File: src/flight_phase_detector_unit_defines.svh
// assertion macros for the flight phase detector
`ifndef FLIGHT_PHASE_DETECTOR_UNIT_DEFINES_SVH
`define FLIGHT_PHASE_DETECTOR_UNIT_DEFINES_SVH

`ifndef ASSERT_OFF
// same-cycle implication
`define FPD_ASSERT_IMPLY(label, clk, rst, ante, cons, msg) \
   label: assert property (@(posedge clk) disable iff (rst) (ante) |-> (cons)) \
      else $error(msg);
// next-cycle implication
`define FPD_ASSERT_NEXT(label, clk, rst, ante, cons, msg) \
   label: assert property (@(posedge clk) disable iff (rst) (ante) |=> (cons)) \
      else $error(msg);
`else
`define FPD_ASSERT_IMPLY(label, clk, rst, ante, cons, msg)
`define FPD_ASSERT_NEXT(label, clk, rst, ante, cons, msg)
`endif

`endif

File: src/fpd_pkg.sv
`timescale 1ns / 1ps
package fpd_pkg;

   localparam int unsigned CSR_DATA_W = 32;
   localparam int unsigned CSR_IDX_W = 3;

   localparam logic [CSR_IDX_W-1:0] CSR_LIFTOFF_THRESHOLD = 3'd0;
   localparam logic [CSR_IDX_W-1:0] CSR_DEPLOY_ALT        = 3'd1;
   localparam logic [CSR_IDX_W-1:0] CSR_CALIB_ACC_TOL     = 3'd2;
   localparam logic [CSR_IDX_W-1:0] CSR_CALIB_GYRO_TOL    = 3'd3;
   localparam logic [CSR_IDX_W-1:0] CSR_TD_ACC_TOL        = 3'd4;
   localparam logic [CSR_IDX_W-1:0] CSR_TD_GYRO_TOL       = 3'd5;
   localparam logic [CSR_IDX_W-1:0] CSR_MIN_BURN_TICKS    = 3'd6;

   localparam logic [14:0] LIFTOFF_THRESHOLD_RST = 15'd3000;
   localparam logic [22:0] DEPLOY_ALT_RST        = 23'd2000;
   localparam logic [15:0] CALIB_ACC_TOL_RST     = 16'd50;
   localparam logic [15:0] CALIB_GYRO_TOL_RST    = 16'd100;
   localparam logic [15:0] TD_ACC_TOL_RST        = 16'd100;
   localparam logic [15:0] TD_GYRO_TOL_RST       = 16'd200;
   localparam logic [31:0] MIN_BURN_TICKS_RST    = 32'd1000;

   localparam logic [15:0] CALIB_COUNT     = 16'd100;
   localparam logic [15:0] LIFTOFF_COUNT   = 16'd5;
   localparam logic [15:0] BURNOUT_COUNT   = 16'd3;
   localparam logic [15:0] APOGEE_COUNT    = 16'd3;
   localparam logic [15:0] MAIN_COUNT      = 16'd5;
   localparam logic [15:0] TOUCHDOWN_COUNT = 16'd100;

   typedef enum logic [2:0] {
      PH_CALIB     = 3'd0,
      PH_READY     = 3'd1,
      PH_THRUST    = 3'd2,
      PH_COAST     = 3'd3,
      PH_DROGUE    = 3'd4,
      PH_MAIN      = 3'd5,
      PH_TOUCHDOWN = 3'd6
   } phase_type;

   typedef enum logic [2:0] {
      EVT_NONE       = 3'd0,
      EVT_ARMED      = 3'd1,
      EVT_LAUNCH     = 3'd2,
      EVT_BURNOUT    = 3'd3,
      EVT_PEAK       = 3'd4,
      EVT_MAIN_CHUTE = 3'd5,
      EVT_LANDED     = 3'd6
   } event_type;

   // three axes, index 0 is x
   typedef logic [2:0][15:0] axis3_type;
   typedef logic [2:0][30:0] square3_type;

   typedef struct packed {
      logic signed [15:0] acc_x;
      logic signed [15:0] acc_y;
      logic signed [15:0] acc_z;
      logic signed [15:0] gyro_x;
      logic signed [15:0] gyro_y;
      logic signed [15:0] gyro_z;
      logic signed [23:0] est_height;
      logic signed [23:0] est_velocity;
      logic signed [23:0] est_accel;
      logic [31:0]        tick_now;
   } req_type;

   typedef struct packed {
      phase_type  phase;
      logic       phase_changed;
      event_type  event_code;
   } rsp_type;

   typedef struct packed {
      logic [29:0] liftoff_sq;
      logic [22:0] deploy_alt;
      logic [15:0] calib_acc_tol;
      logic [15:0] calib_gyro_tol;
      logic [15:0] td_acc_tol;
      logic [15:0] td_gyro_tol;
      logic [31:0] min_burn_ticks;
   } cfg_type;

endpackage

File: src/fpd_motion.sv
`timescale 1ns / 1ps
module fpd_motion (
   input  fpd_pkg::axis3_type prev_acc,
   input  fpd_pkg::axis3_type prev_gyro,
   input  fpd_pkg::axis3_type acc,
   input  fpd_pkg::axis3_type gyro,
   input  logic [15:0]        acc_tol,
   input  logic [15:0]        gyro_tol,
   output logic               still
);
   import fpd_pkg::*;

   function automatic logic near(input logic [15:0] a, input logic [15:0] b,
                                 input logic [15:0] tol);
      logic signed [16:0] diff;
      logic [16:0]        mag;
      diff = signed'({a[15], a}) - signed'({b[15], b});
      mag  = diff[16] ? 17'(-diff) : 17'(diff);
      return mag < {1'b0, tol};
   endfunction

   always_comb begin
      still = 1'b1;
      for (int i = 0; i < 3; i++) begin
         if (!near(prev_acc[i], acc[i], acc_tol)) still = 1'b0;
         if (!near(prev_gyro[i], gyro[i], gyro_tol)) still = 1'b0;
      end
   end

endmodule

File: src/fpd_csr.sv
`timescale 1ns / 1ps
module fpd_csr (
   input  logic                            clock,
   input  logic                            reset,
   input  logic                            csr_write_en,
   input  logic [fpd_pkg::CSR_IDX_W-1:0]   csr_index,
   input  logic [fpd_pkg::CSR_DATA_W-1:0]  csr_wdata,
   output fpd_pkg::cfg_type                cfg
);
   import fpd_pkg::*;

   logic [14:0] liftoff_thr_ff;
   logic [29:0] liftoff_sq_ff;
   logic [29:0] liftoff_sq_in;
   logic [22:0] main_alt_ff;
   logic [15:0] calib_acc_tol_ff;
   logic [15:0] calib_gyro_tol_ff;
   logic [15:0] td_acc_tol_ff;
   logic [15:0] td_gyro_tol_ff;
   logic [31:0] min_burn_ff;

   // threshold is squared once here and held, keeping the multiplier off the item path
   assign liftoff_sq_in = 30'(liftoff_thr_ff * liftoff_thr_ff);

   always_ff @(posedge clock) begin
      if (reset) begin
         liftoff_thr_ff    <= LIFTOFF_THRESHOLD_RST;
         liftoff_sq_ff     <= 30'(LIFTOFF_THRESHOLD_RST * LIFTOFF_THRESHOLD_RST);
         main_alt_ff       <= DEPLOY_ALT_RST;
         calib_acc_tol_ff  <= CALIB_ACC_TOL_RST;
         calib_gyro_tol_ff <= CALIB_GYRO_TOL_RST;
         td_acc_tol_ff     <= TD_ACC_TOL_RST;
         td_gyro_tol_ff    <= TD_GYRO_TOL_RST;
         min_burn_ff       <= MIN_BURN_TICKS_RST;
      end else begin
         liftoff_sq_ff <= liftoff_sq_in;
         if (csr_write_en) begin
            case (csr_index)
               CSR_LIFTOFF_THRESHOLD: liftoff_thr_ff    <= csr_wdata[14:0];
               CSR_DEPLOY_ALT:        main_alt_ff       <= csr_wdata[22:0];
               CSR_CALIB_ACC_TOL:     calib_acc_tol_ff  <= csr_wdata[15:0];
               CSR_CALIB_GYRO_TOL:    calib_gyro_tol_ff <= csr_wdata[15:0];
               CSR_TD_ACC_TOL:        td_acc_tol_ff     <= csr_wdata[15:0];
               CSR_TD_GYRO_TOL:       td_gyro_tol_ff    <= csr_wdata[15:0];
               CSR_MIN_BURN_TICKS:    min_burn_ff       <= csr_wdata[31:0];
               default: ;
            endcase
         end
      end
   end

   assign cfg.liftoff_sq     = liftoff_sq_ff;
   assign cfg.deploy_alt     = main_alt_ff;
   assign cfg.calib_acc_tol  = calib_acc_tol_ff;
   assign cfg.calib_gyro_tol = calib_gyro_tol_ff;
   assign cfg.td_acc_tol     = td_acc_tol_ff;
   assign cfg.td_gyro_tol    = td_gyro_tol_ff;
   assign cfg.min_burn_ticks = min_burn_ff;

endmodule

File: src/fpd_phase.sv
`timescale 1ns / 1ps
module fpd_phase (
   input  logic                 clock,
   input  logic                 reset,
   input  logic                 item_valid,
   input  fpd_pkg::req_type     item,
   input  fpd_pkg::square3_type acc_sq,
   input  fpd_pkg::cfg_type     cfg,
   output fpd_pkg::rsp_type     result
);
   import fpd_pkg::*;

   phase_type   phase_ff, phase_in;
   logic [15:0] phase_cnt_ff, phase_cnt_in;
   logic [15:0] liftoff_cnt_ff, liftoff_cnt_in;
   axis3_type   prev_acc_ff, prev_acc_in;
   axis3_type   prev_gyro_ff, prev_gyro_in;
   logic [31:0] burnout_tick_ff, burnout_tick_in;

   axis3_type   acc, gyro;
   logic [15:0] acc_tol, gyro_tol;
   logic        still;
   logic [31:0] mag_sq;
   logic [31:0] burn_dt;
   logic signed [24:0] height_ext, main_alt_ext;
   logic        below_main;

   function automatic logic [15:0] bump(input logic [15:0] c);
      return (c == 16'hFFFF) ? c : c + 16'd1;
   endfunction

   assign acc  = {item.acc_z, item.acc_y, item.acc_x};
   assign gyro = {item.gyro_z, item.gyro_y, item.gyro_x};

   assign acc_tol  = (phase_ff == PH_CALIB) ? cfg.calib_acc_tol : cfg.td_acc_tol;
   assign gyro_tol = (phase_ff == PH_CALIB) ? cfg.calib_gyro_tol : cfg.td_gyro_tol;

   fpd_motion u_motion (
      .prev_acc  (prev_acc_ff),
      .prev_gyro (prev_gyro_ff),
      .acc       (acc),
      .gyro      (gyro),
      .acc_tol   (acc_tol),
      .gyro_tol  (gyro_tol),
      .still     (still)
   );

   // three squares of at most 2^30 each fit in 32 bits
   assign mag_sq = 32'(acc_sq[0]) + 32'(acc_sq[1]) + 32'(acc_sq[2]);

   assign burn_dt      = item.tick_now - burnout_tick_ff;
   assign height_ext   = {item.est_height[23], item.est_height};
   assign main_alt_ext = {2'b00, cfg.deploy_alt};
   assign below_main   = height_ext < main_alt_ext;

   // next state
   always_comb begin
      phase_in        = phase_ff;
      phase_cnt_in    = phase_cnt_ff;
      liftoff_cnt_in  = liftoff_cnt_ff;
      prev_acc_in     = prev_acc_ff;
      prev_gyro_in    = prev_gyro_ff;
      burnout_tick_in = burnout_tick_ff;
      case (phase_ff)
         PH_CALIB: begin
            phase_cnt_in = still ? bump(phase_cnt_ff) : 16'd0;
            prev_acc_in  = acc;
            prev_gyro_in = gyro;
            if (phase_cnt_in > CALIB_COUNT) phase_in = PH_READY;
         end
         PH_MAIN: begin
            phase_cnt_in = still ? bump(phase_cnt_ff) : 16'd0;
            prev_acc_in  = acc;
            prev_gyro_in = gyro;
            if (phase_cnt_in > TOUCHDOWN_COUNT) phase_in = PH_TOUCHDOWN;
         end
         PH_READY: begin
            liftoff_cnt_in = (mag_sq > 32'(cfg.liftoff_sq)) ? bump(liftoff_cnt_ff) : 16'd0;
            if (liftoff_cnt_in > LIFTOFF_COUNT) phase_in = PH_THRUST;
         end
         PH_THRUST: begin
            phase_cnt_in = item.est_accel[23] ? bump(phase_cnt_ff) : 16'd0;
            if (phase_cnt_in > BURNOUT_COUNT) phase_in = PH_COAST;
         end
         PH_COAST: begin
            // positive velocity leaves the count alone
            if (item.est_velocity[23]) phase_cnt_in = bump(phase_cnt_ff);
            if (phase_cnt_in > APOGEE_COUNT) begin
               phase_in = (burn_dt < cfg.min_burn_ticks) ? PH_TOUCHDOWN : PH_DROGUE;
            end
         end
         PH_DROGUE: begin
            phase_cnt_in = below_main ? bump(phase_cnt_ff) : 16'd0;
            if (phase_cnt_in > MAIN_COUNT) phase_in = PH_MAIN;
         end
         default: ;
      endcase
      if (phase_in != phase_ff) begin
         phase_cnt_in   = 16'd0;
         liftoff_cnt_in = 16'd0;
         if (phase_ff == PH_THRUST) burnout_tick_in = item.tick_now;
      end
   end

   // outputs: the event follows from the phase entered
   always_comb begin
      result.phase         = phase_in;
      result.phase_changed = (phase_in != phase_ff);
      result.event_code    = EVT_NONE;
      if (phase_in != phase_ff) begin
         case (phase_in)
            PH_READY:     result.event_code = EVT_ARMED;
            PH_THRUST:    result.event_code = EVT_LAUNCH;
            PH_COAST:     result.event_code = EVT_BURNOUT;
            PH_DROGUE:    result.event_code = EVT_PEAK;
            PH_MAIN:      result.event_code = EVT_MAIN_CHUTE;
            PH_TOUCHDOWN: result.event_code = EVT_LANDED;
            default:      result.event_code = EVT_NONE;
         endcase
      end
   end

   always_ff @(posedge clock) begin
      if (reset) begin
         phase_ff        <= PH_CALIB;
         phase_cnt_ff    <= 16'd0;
         liftoff_cnt_ff  <= 16'd0;
         prev_acc_ff     <= '0;
         prev_gyro_ff    <= '0;
         burnout_tick_ff <= 32'd0;
      end else if (item_valid) begin
         phase_ff        <= phase_in;
         phase_cnt_ff    <= phase_cnt_in;
         liftoff_cnt_ff  <= liftoff_cnt_in;
         prev_acc_ff     <= prev_acc_in;
         prev_gyro_ff    <= prev_gyro_in;
         burnout_tick_ff <= burnout_tick_in;
      end
   end

endmodule

File: src/flight_phase_detector_unit.sv
`timescale 1ns / 1ps
// flight phase detector: one control tick in, one phase report out
// req channel: valid/ready, one word per tick carrying the imu sample,
//   height, velocity and acceleration estimates and the tick count
// rsp channel: valid/ready, one word per tick with the phase after that
//   tick, a phase-changed flag and the event code raised on that tick
// csr port: write enable, register index and 32 bit data, applied at the
//   edge; write only while no tick is in flight
// path: a word accepted at an edge is loaded into the input register,
//   and its result is registered into the output register, raising
//   rsp_valid, once the output side is free
// throughput: one tick per cycle while rsp_ready is high; accel squares
//   are formed as a word enters the input register, then feed phase update
// stall: while rsp_ready is low the output register holds its word and
//   the input register still takes one more tick; req_ready drops only
//   when both registers are full
// reset: phase returns to calibrating, counters, previous samples and
//   burnout tick clear, registers take their default values
module flight_phase_detector_unit (
   input  logic                            clock,
   input  logic                            reset,
   input  logic                            req_valid,
   output logic                            req_ready,
   input  fpd_pkg::req_type                req_data,
   output logic                            rsp_valid,
   input  logic                            rsp_ready,
   output fpd_pkg::rsp_type                rsp_data,
   input  logic                            csr_write_en,
   input  logic [fpd_pkg::CSR_IDX_W-1:0]   csr_index,
   input  logic [fpd_pkg::CSR_DATA_W-1:0]  csr_wdata
);
   import fpd_pkg::*;

   cfg_type     cfg;
   logic        s1_valid_ff;
   req_type     s1_data_ff;
   square3_type s1_sq_ff, s1_sq_in;
   logic        rsp_valid_ff;
   rsp_type     rsp_data_ff;
   rsp_type     result;
   logic        advance;
   logic        req_fire;

   assign advance   = s1_valid_ff && (!rsp_valid_ff || rsp_ready);
   assign req_ready = !s1_valid_ff || advance;
   assign req_fire  = req_valid && req_ready;

   always_comb begin
      s1_sq_in[0] = 31'(req_data.acc_x * req_data.acc_x);
      s1_sq_in[1] = 31'(req_data.acc_y * req_data.acc_y);
      s1_sq_in[2] = 31'(req_data.acc_z * req_data.acc_z);
   end

   fpd_csr u_csr (
      .clock        (clock),
      .reset        (reset),
      .csr_write_en (csr_write_en),
      .csr_index    (csr_index),
      .csr_wdata    (csr_wdata),
      .cfg          (cfg)
   );

   fpd_phase u_phase (
      .clock      (clock),
      .reset      (reset),
      .item_valid (advance),
      .item       (s1_data_ff),
      .acc_sq     (s1_sq_ff),
      .cfg        (cfg),
      .result     (result)
   );

   always_ff @(posedge clock) begin
      if (reset) begin
         s1_valid_ff  <= 1'b0;
         rsp_valid_ff <= 1'b0;
      end else begin
         if (req_fire) s1_valid_ff <= 1'b1;
         else if (advance) s1_valid_ff <= 1'b0;
         if (advance) rsp_valid_ff <= 1'b1;
         else if (rsp_ready) rsp_valid_ff <= 1'b0;
      end
   end

   always_ff @(posedge clock) begin
      if (req_fire) begin
         s1_data_ff <= req_data;
         s1_sq_ff   <= s1_sq_in;
      end
      if (advance) rsp_data_ff <= result;
   end

   assign rsp_valid = rsp_valid_ff;
   assign rsp_data  = rsp_data_ff;

`include "flight_phase_detector_unit_defines.svh"

   `FPD_ASSERT_IMPLY(a_change_has_event, clock, reset,
      rsp_valid_ff, rsp_data_ff.phase_changed == (rsp_data_ff.event_code != EVT_NONE),
      "phase change and event code disagree")
   `FPD_ASSERT_IMPLY(a_never_back_to_calib, clock, reset,
      rsp_valid_ff && rsp_data_ff.phase_changed, rsp_data_ff.phase != PH_CALIB,
      "phase changed into calibrating")
   `FPD_ASSERT_NEXT(a_touchdown_terminal, clock, reset,
      rsp_valid_ff && rsp_data_ff.phase == PH_TOUCHDOWN, rsp_data_ff.phase == PH_TOUCHDOWN,
      "left touchdown")
   `FPD_ASSERT_IMPLY(a_backpressure_only_when_full, clock, reset,
      !req_ready, s1_valid_ff && rsp_valid_ff && !rsp_ready,
      "input stalled while a register was free")

endmodule

File: config.mk
export PLATFORM = sky130hd
export DESIGN_NAME = flight_phase_detector_unit
export DESIGN_NICKNAME = d
export VERILOG_FILES = /design/src/fpd_pkg.sv /design/src/fpd_motion.sv /design/src/fpd_csr.sv /design/src/fpd_phase.sv /design/src/flight_phase_detector_unit.sv
export VERILOG_INCLUDE_DIRS = /design/src /design/src/src
export SDC_FILE = /design/constraint.sdc
export NUM_CORES = 2
export LEC_CHECK = 0
export CORE_MARGIN = 3
export CORE_UTILIZATION = 49
export CTS_CLUSTER_SIZE = 16
export DETAILED_ROUTE_END_ITERATION = 7
export DONT_BUFFER_PORTS = 1
export PLACE_DENSITY_LB_ADDON = 0.08
export SETUP_SLACK_MARGIN = 0.5
export SLEW_MARGIN = 25
export SYNTH_ARGS = -nofsm -noshare
export SYNTH_HDL_FRONTEND = slang
export SYNTH_HIERARCHICAL = 1
export SYNTH_SLANG_ARGS = --single-unit
File: constraint.sdc
create_clock -name clock -period 18 [get_ports clock]
set_input_delay 3.6 -clock clock [delete_from_list [all_inputs] [get_ports clock]]
set_output_delay 3.6 -clock clock [all_outputs]
set_load 0.01 [all_outputs]
* Yosys cells after proc, flatten, opt, wreduce, memory -nomap -nowiden
Cells that the tools add are included.
** Word-level totals
- Register bits after elaboration :: 629
- Output and inout bits :: 9
- Logic and storage cells :: 154
- Memories kept :: 0
- Input port bits :: 240
- Bits in writable memories :: 0
- Bits in latches :: 0
- ROM bits :: 0
** Cells by class
- Bitwise gates (word level) :: 0
- Muxes and demuxes :: 39
- Shift operators :: 0
- Div/mod/pow operators :: 0
- $add $sub $neg :: 17
- $lt $le $gt $ge :: 14
- Equal/unequal tests :: 20
- Multiply operators :: 4
- Reductions and logical operators :: 24
** Operator list (number)
- $mux 16 :: 13
- $lt 17x16->1 :: 6
- $mux 17 :: 6
- $neg 17->17 :: 6
- $sub 16x16->17 :: 6
- $mul 16x16->31 :: 3
- $pmux 16 s4 :: 1
- $pmux 3 s6 :: 2
- $add 16x1->16 const B :: 2
- $add 31x31->32 :: 1
- $add 32x31->32 :: 1
- $eq 16x16->1 const B :: 2
- $gt 16x2->1 const B :: 2
- $gt 16x3->1 const B :: 2
- $gt 32x30->1 :: 1
- $lt 32x32->1 :: 1
- $sub 32x32->32 :: 1
- $mul 15x15->30 :: 1
- $eq 3x3->1 const B :: 8
- $lt 24x24->1 :: 1
- $reduce_and 2->1 :: 10
- $eq 3x2->1 const B :: 6
- $mux 3 :: 6
- $gt 16x7->1 const B :: 1
- other kinds (12) :: 29

* Longest topological paths before layout
- Word-level depth :: 17
- Mapped depth :: 31
- Gate-level depth less buffers :: 30

* Modules after synthesis
The synthesis kept the hierarchy.
** By module, submodules not included
- flight_phase_detector_unit :: sequential area each 8868.5 um2, times used 1, cells each 3262, area each 35388.9 um2
- fpd_phase :: sequential area each 3263.1 um2, times used 1, cells each 1679, area each 13000.0 um2
- fpd_csr :: sequential area each 3263.1 um2, times used 1, cells each 1394, area each 11967.7 um2
- fpd_motion :: sequential area each 0.0 um2, times used 1, cells each 1344, area each 9318.9 um2

* Least setup slack after synthesis
Ideal clock, no wire load.
- Path kind :: input-to-reg
- From :: in rsp_ready
- To :: reg s1_data_ff[0] (netlist name), enable pin
- Path buffers :: 0
- Slack :: 6.969 ns
- Stages on the path :: 3
- Setup time :: 0.687 ns
- Required time :: 17.313 ns
- Arrival time :: 10.344 ns
- Cells stage by stage :: nor2b_1 nand2_1 and2_1
** Between the ends
- Cells in the longest elaborated chain, start to end :: 4
** Ends and longest elaborated chain
- from (decl) :: RTL line flight_phase_detector_unit.sv:26 : input logic rsp_ready,
- $logic_or 1x1->1 :: RTL line flight_phase_detector_unit.sv:44 : assign advance = s1_valid_ff && (!rsp_valid_ff || rsp_ready);
- $logic_and 1x1->1 :: RTL line flight_phase_detector_unit.sv:44
- $logic_or 1x1->1 :: RTL line flight_phase_detector_unit.sv:45 : assign req_ready = !s1_valid_ff || advance;
- via req_ready :: RTL line flight_phase_detector_unit.sv:23 : output logic req_ready,
- $logic_and 1x1->1 :: RTL line flight_phase_detector_unit.sv:46 : assign req_fire = req_valid && req_ready;
- via req_fire :: RTL line flight_phase_detector_unit.sv:42 : logic req_fire;
- to (signal assigned) :: RTL line flight_phase_detector_unit.sv:87 : s1_data_ff <= req_data;
- to (decl) :: RTL line flight_phase_detector_unit.sv:36 : req_type s1_data_ff;
The timed path passes the listed nets, and every way through them passes these cells.
A chain may end at the register's enable or synchronous reset.

==> impl_results.md <==
- Starting Density: around 49%
- Total track usage: approximately a quarter
- Die width: roughly 380 µm
- Crit path DAT: between 10 and 15 ns
- Hold Fails Final Rpt: 0
- M3 GR Usage: between 2 and 3%
- Gate Count Post-Synth: 7,633
- Fin crit share: 54.4%
- Critical Path Start Type: input pin
- Critical Path RT: between 15 and 20 ns
- Drt wl/cell: between 15 and 20 µm
- Most used cell, CP: fa_1
- Worst-skew pair later-pin latency: between 0.6 and 0.7 ns
- Critical path class: input pin to flop
- Final Setup Violations: 0
- Initial antenna violation count: 6
- Worst-path clk slew: 0.06 ns
- Setup TNS: 0 ns
- Fmax: between 100 and 150 MHz
- Clk root buf: clkbuf_16
- Row Count: approximately 140
- Flop-to-flop setup slack: roughly 9.7 ns
- MaxCap Viol Count: 0
- Slew HR: between 30% and 40%
- Syn_area_per_cell: between 8 and 9 µm²
- Via count of the first global-routing pass: between 50,000 and 60,000
- Area delta synth->final: 5.68%
- I/O pins: roughly 250
- Clock sinks: 576
- Core Area: roughly 140,000 µm²
- Register area: between 10,000 and 15,000 µm²
- Busiest grt layer: met2
- RSZ-0062 raised after global routing: false
- GR Util met1: approximately 31%
- Worst slack, placed: 7.51 ns
- Fin crit period: 9.79 ns
- Worst setup margin: 8.21 ns
- DR vias: between 40,000 and 50,000
- Port Buf Inserts: 0
- Min Hold Slack: approximately 0.45 ns
- Share of cells above drive strength 1: under 10%
- Critical-path cell list: clkinv_1 -> nor2_1 -> fa_1 -> inv_1 -> fa_1 -> inv_1 -> fa_1 -> fa_1 -> fa_1 -> inv_1 -> fa_1 -> inv_1 -> ha_1 -> a21o_1 -> a21oi_1 -> nor2_1 -> or2_2 -> a21oi_1 -> a31oi_1 -> mux2i_1 -> nor4bb_1
- Worst-Margin Slew: between 0.9 and 1 ns
- TritonCTS clock tree: done
- Fill cells: approximately 13,000
- CP max stage delay: roughly 0.55 ns
- DP Wirelength: about 130,000 µm
- CP Max Fanout: 18
- Longest Clk Path Bufs: 3
- Clk_skew: 0.0245 ns
- Vias/cell: ~5.3
- Post-CTS Hold Fix Bufs: 0
- CP Capture Type: flop
- GR Util met2: 40.7%
- Total gr overflow: 0
- Max Slew Vio Count: 0
- CP max-delay cell: fa_1
- Outcome: finished, final reports clean
- Starting DRT DRC Count: ~2,600
- Final core occ: 52.3%
- Fin nets: a little over 9,000
- Die H: approximately 380 µm
- Area of the mapped netlist: about 68,000 µm²
- Full die area: between 100,000 and 150,000 µm²
- Type of the most critical hold path: flop to flop
- Synth Warn #: 6
- H-Tree Level Count: 3
- WL final: between 150,000 and 200,000 µm
- Largest net degree at the start of global routing: about 330
- DRC viols: 0
- Routability cong.: just under 0.9
- DRT Pass-1 Iters: 5
- Multi-input logic area: 47,600 µm²
- CTS Buf Count: 70
- Cts repair resizes: 0
- Total setup buffers inserted after CTS: 0
- Global-route wire length before repair: about 270,000 µm
- Post-route ant nets: 0
## worst paths after layout
path,start,to,cells after the start
max,req_data[199],s1_sq_ff[30]$_DFFE_PP_,21
min,u_csr/min_burn_ff[2]$_SDFFE_PP0P_,u_csr/min_burn_ff[2]$_SDFFE_PP0P_,2
max reg2reg,s1_data_ff[184]$_DFFE_PP_,u_phase/phase_cnt_ff[6]$_SDFFE_PP0P_,27
min reg2reg,u_csr/min_burn_ff[2]$_SDFFE_PP0P_,u_csr/min_burn_ff[2]$_SDFFE_PP0P_,2
## state kept, by name, summed over array words and instances (netlist names), 23 cells and up
signal	count
u_csr/main_alt_ff	23
u_phase/burnout_tick_ff	32
u_phase/prev_acc_ff	48
u_csr/min_burn_ff	32
u_csr/liftoff_sq_ff	29
s1_data_ff	154
s1_sq_ff	87
u_phase/prev_gyro_ff	48
## layout by cell type, fill, tap and decap left out, drive strengths merged, types with 71 or more instances in the layout
cell    instances
inv          1556
nand2         917
fa            864
ha            691
a21oi         466
nor2          449
dfxtp         328
edfxtp        248
xnor2         240
o21ai         180
and2          146
a21o          108
xor2          106
nand3          99
nor3           92
clkbuf         79
nor2b          71
## per-layer routing
| metal | part of all wire [%] | wire [µm] |
|---|---|---|
| met5 | 0.016 | 26 |
| met4 | 2.1 | 3420 |
| met3 | 4.1 | 6820 |
| met2 | 49 | 80700 |
| met1 | 45 | 73400 |
## worst max-delay path: cells and delay by family
| family | cells | cell delay, ns |
|---|---|---|
| multiplexers | 1 | 0.17 |
| AND/OR/NAND/NOR | 4 | 1.06 |
| adder cells (fa/ha/maj) | 7 | 3.44 |
| buffers and inverters | 5 | 1.20 |
| AO/OA/AOI/OAI | 4 | 0.75 |
## per-stage QoR
| step | cells | area [µm²] |
|---|---|---|
| after detailed placement | 9297 | 69900 |
| after global routing | 9424 | 72200 |
| after floorplan | 7635 | 68300 |
| after CTS | 9423 | 72200 |
| final | 9427 | 72200 |
| after global placement | 9297 | 69900 |
## layout make-up
cell class	instances	area share [%]
multi-input combinational	5289	66.0
sequential	576	19.4
inverter	1552	8.07
tap	1863	3.23
clock buffer	79	2.56
clock inverter	47	0.530
timing repair buffer	17	0.177
antenna	4	0.0139
Power is left out: the tool's default activity adds up to more than one toggle a clock period on the data nets, which glitch-free logic cannot reach.
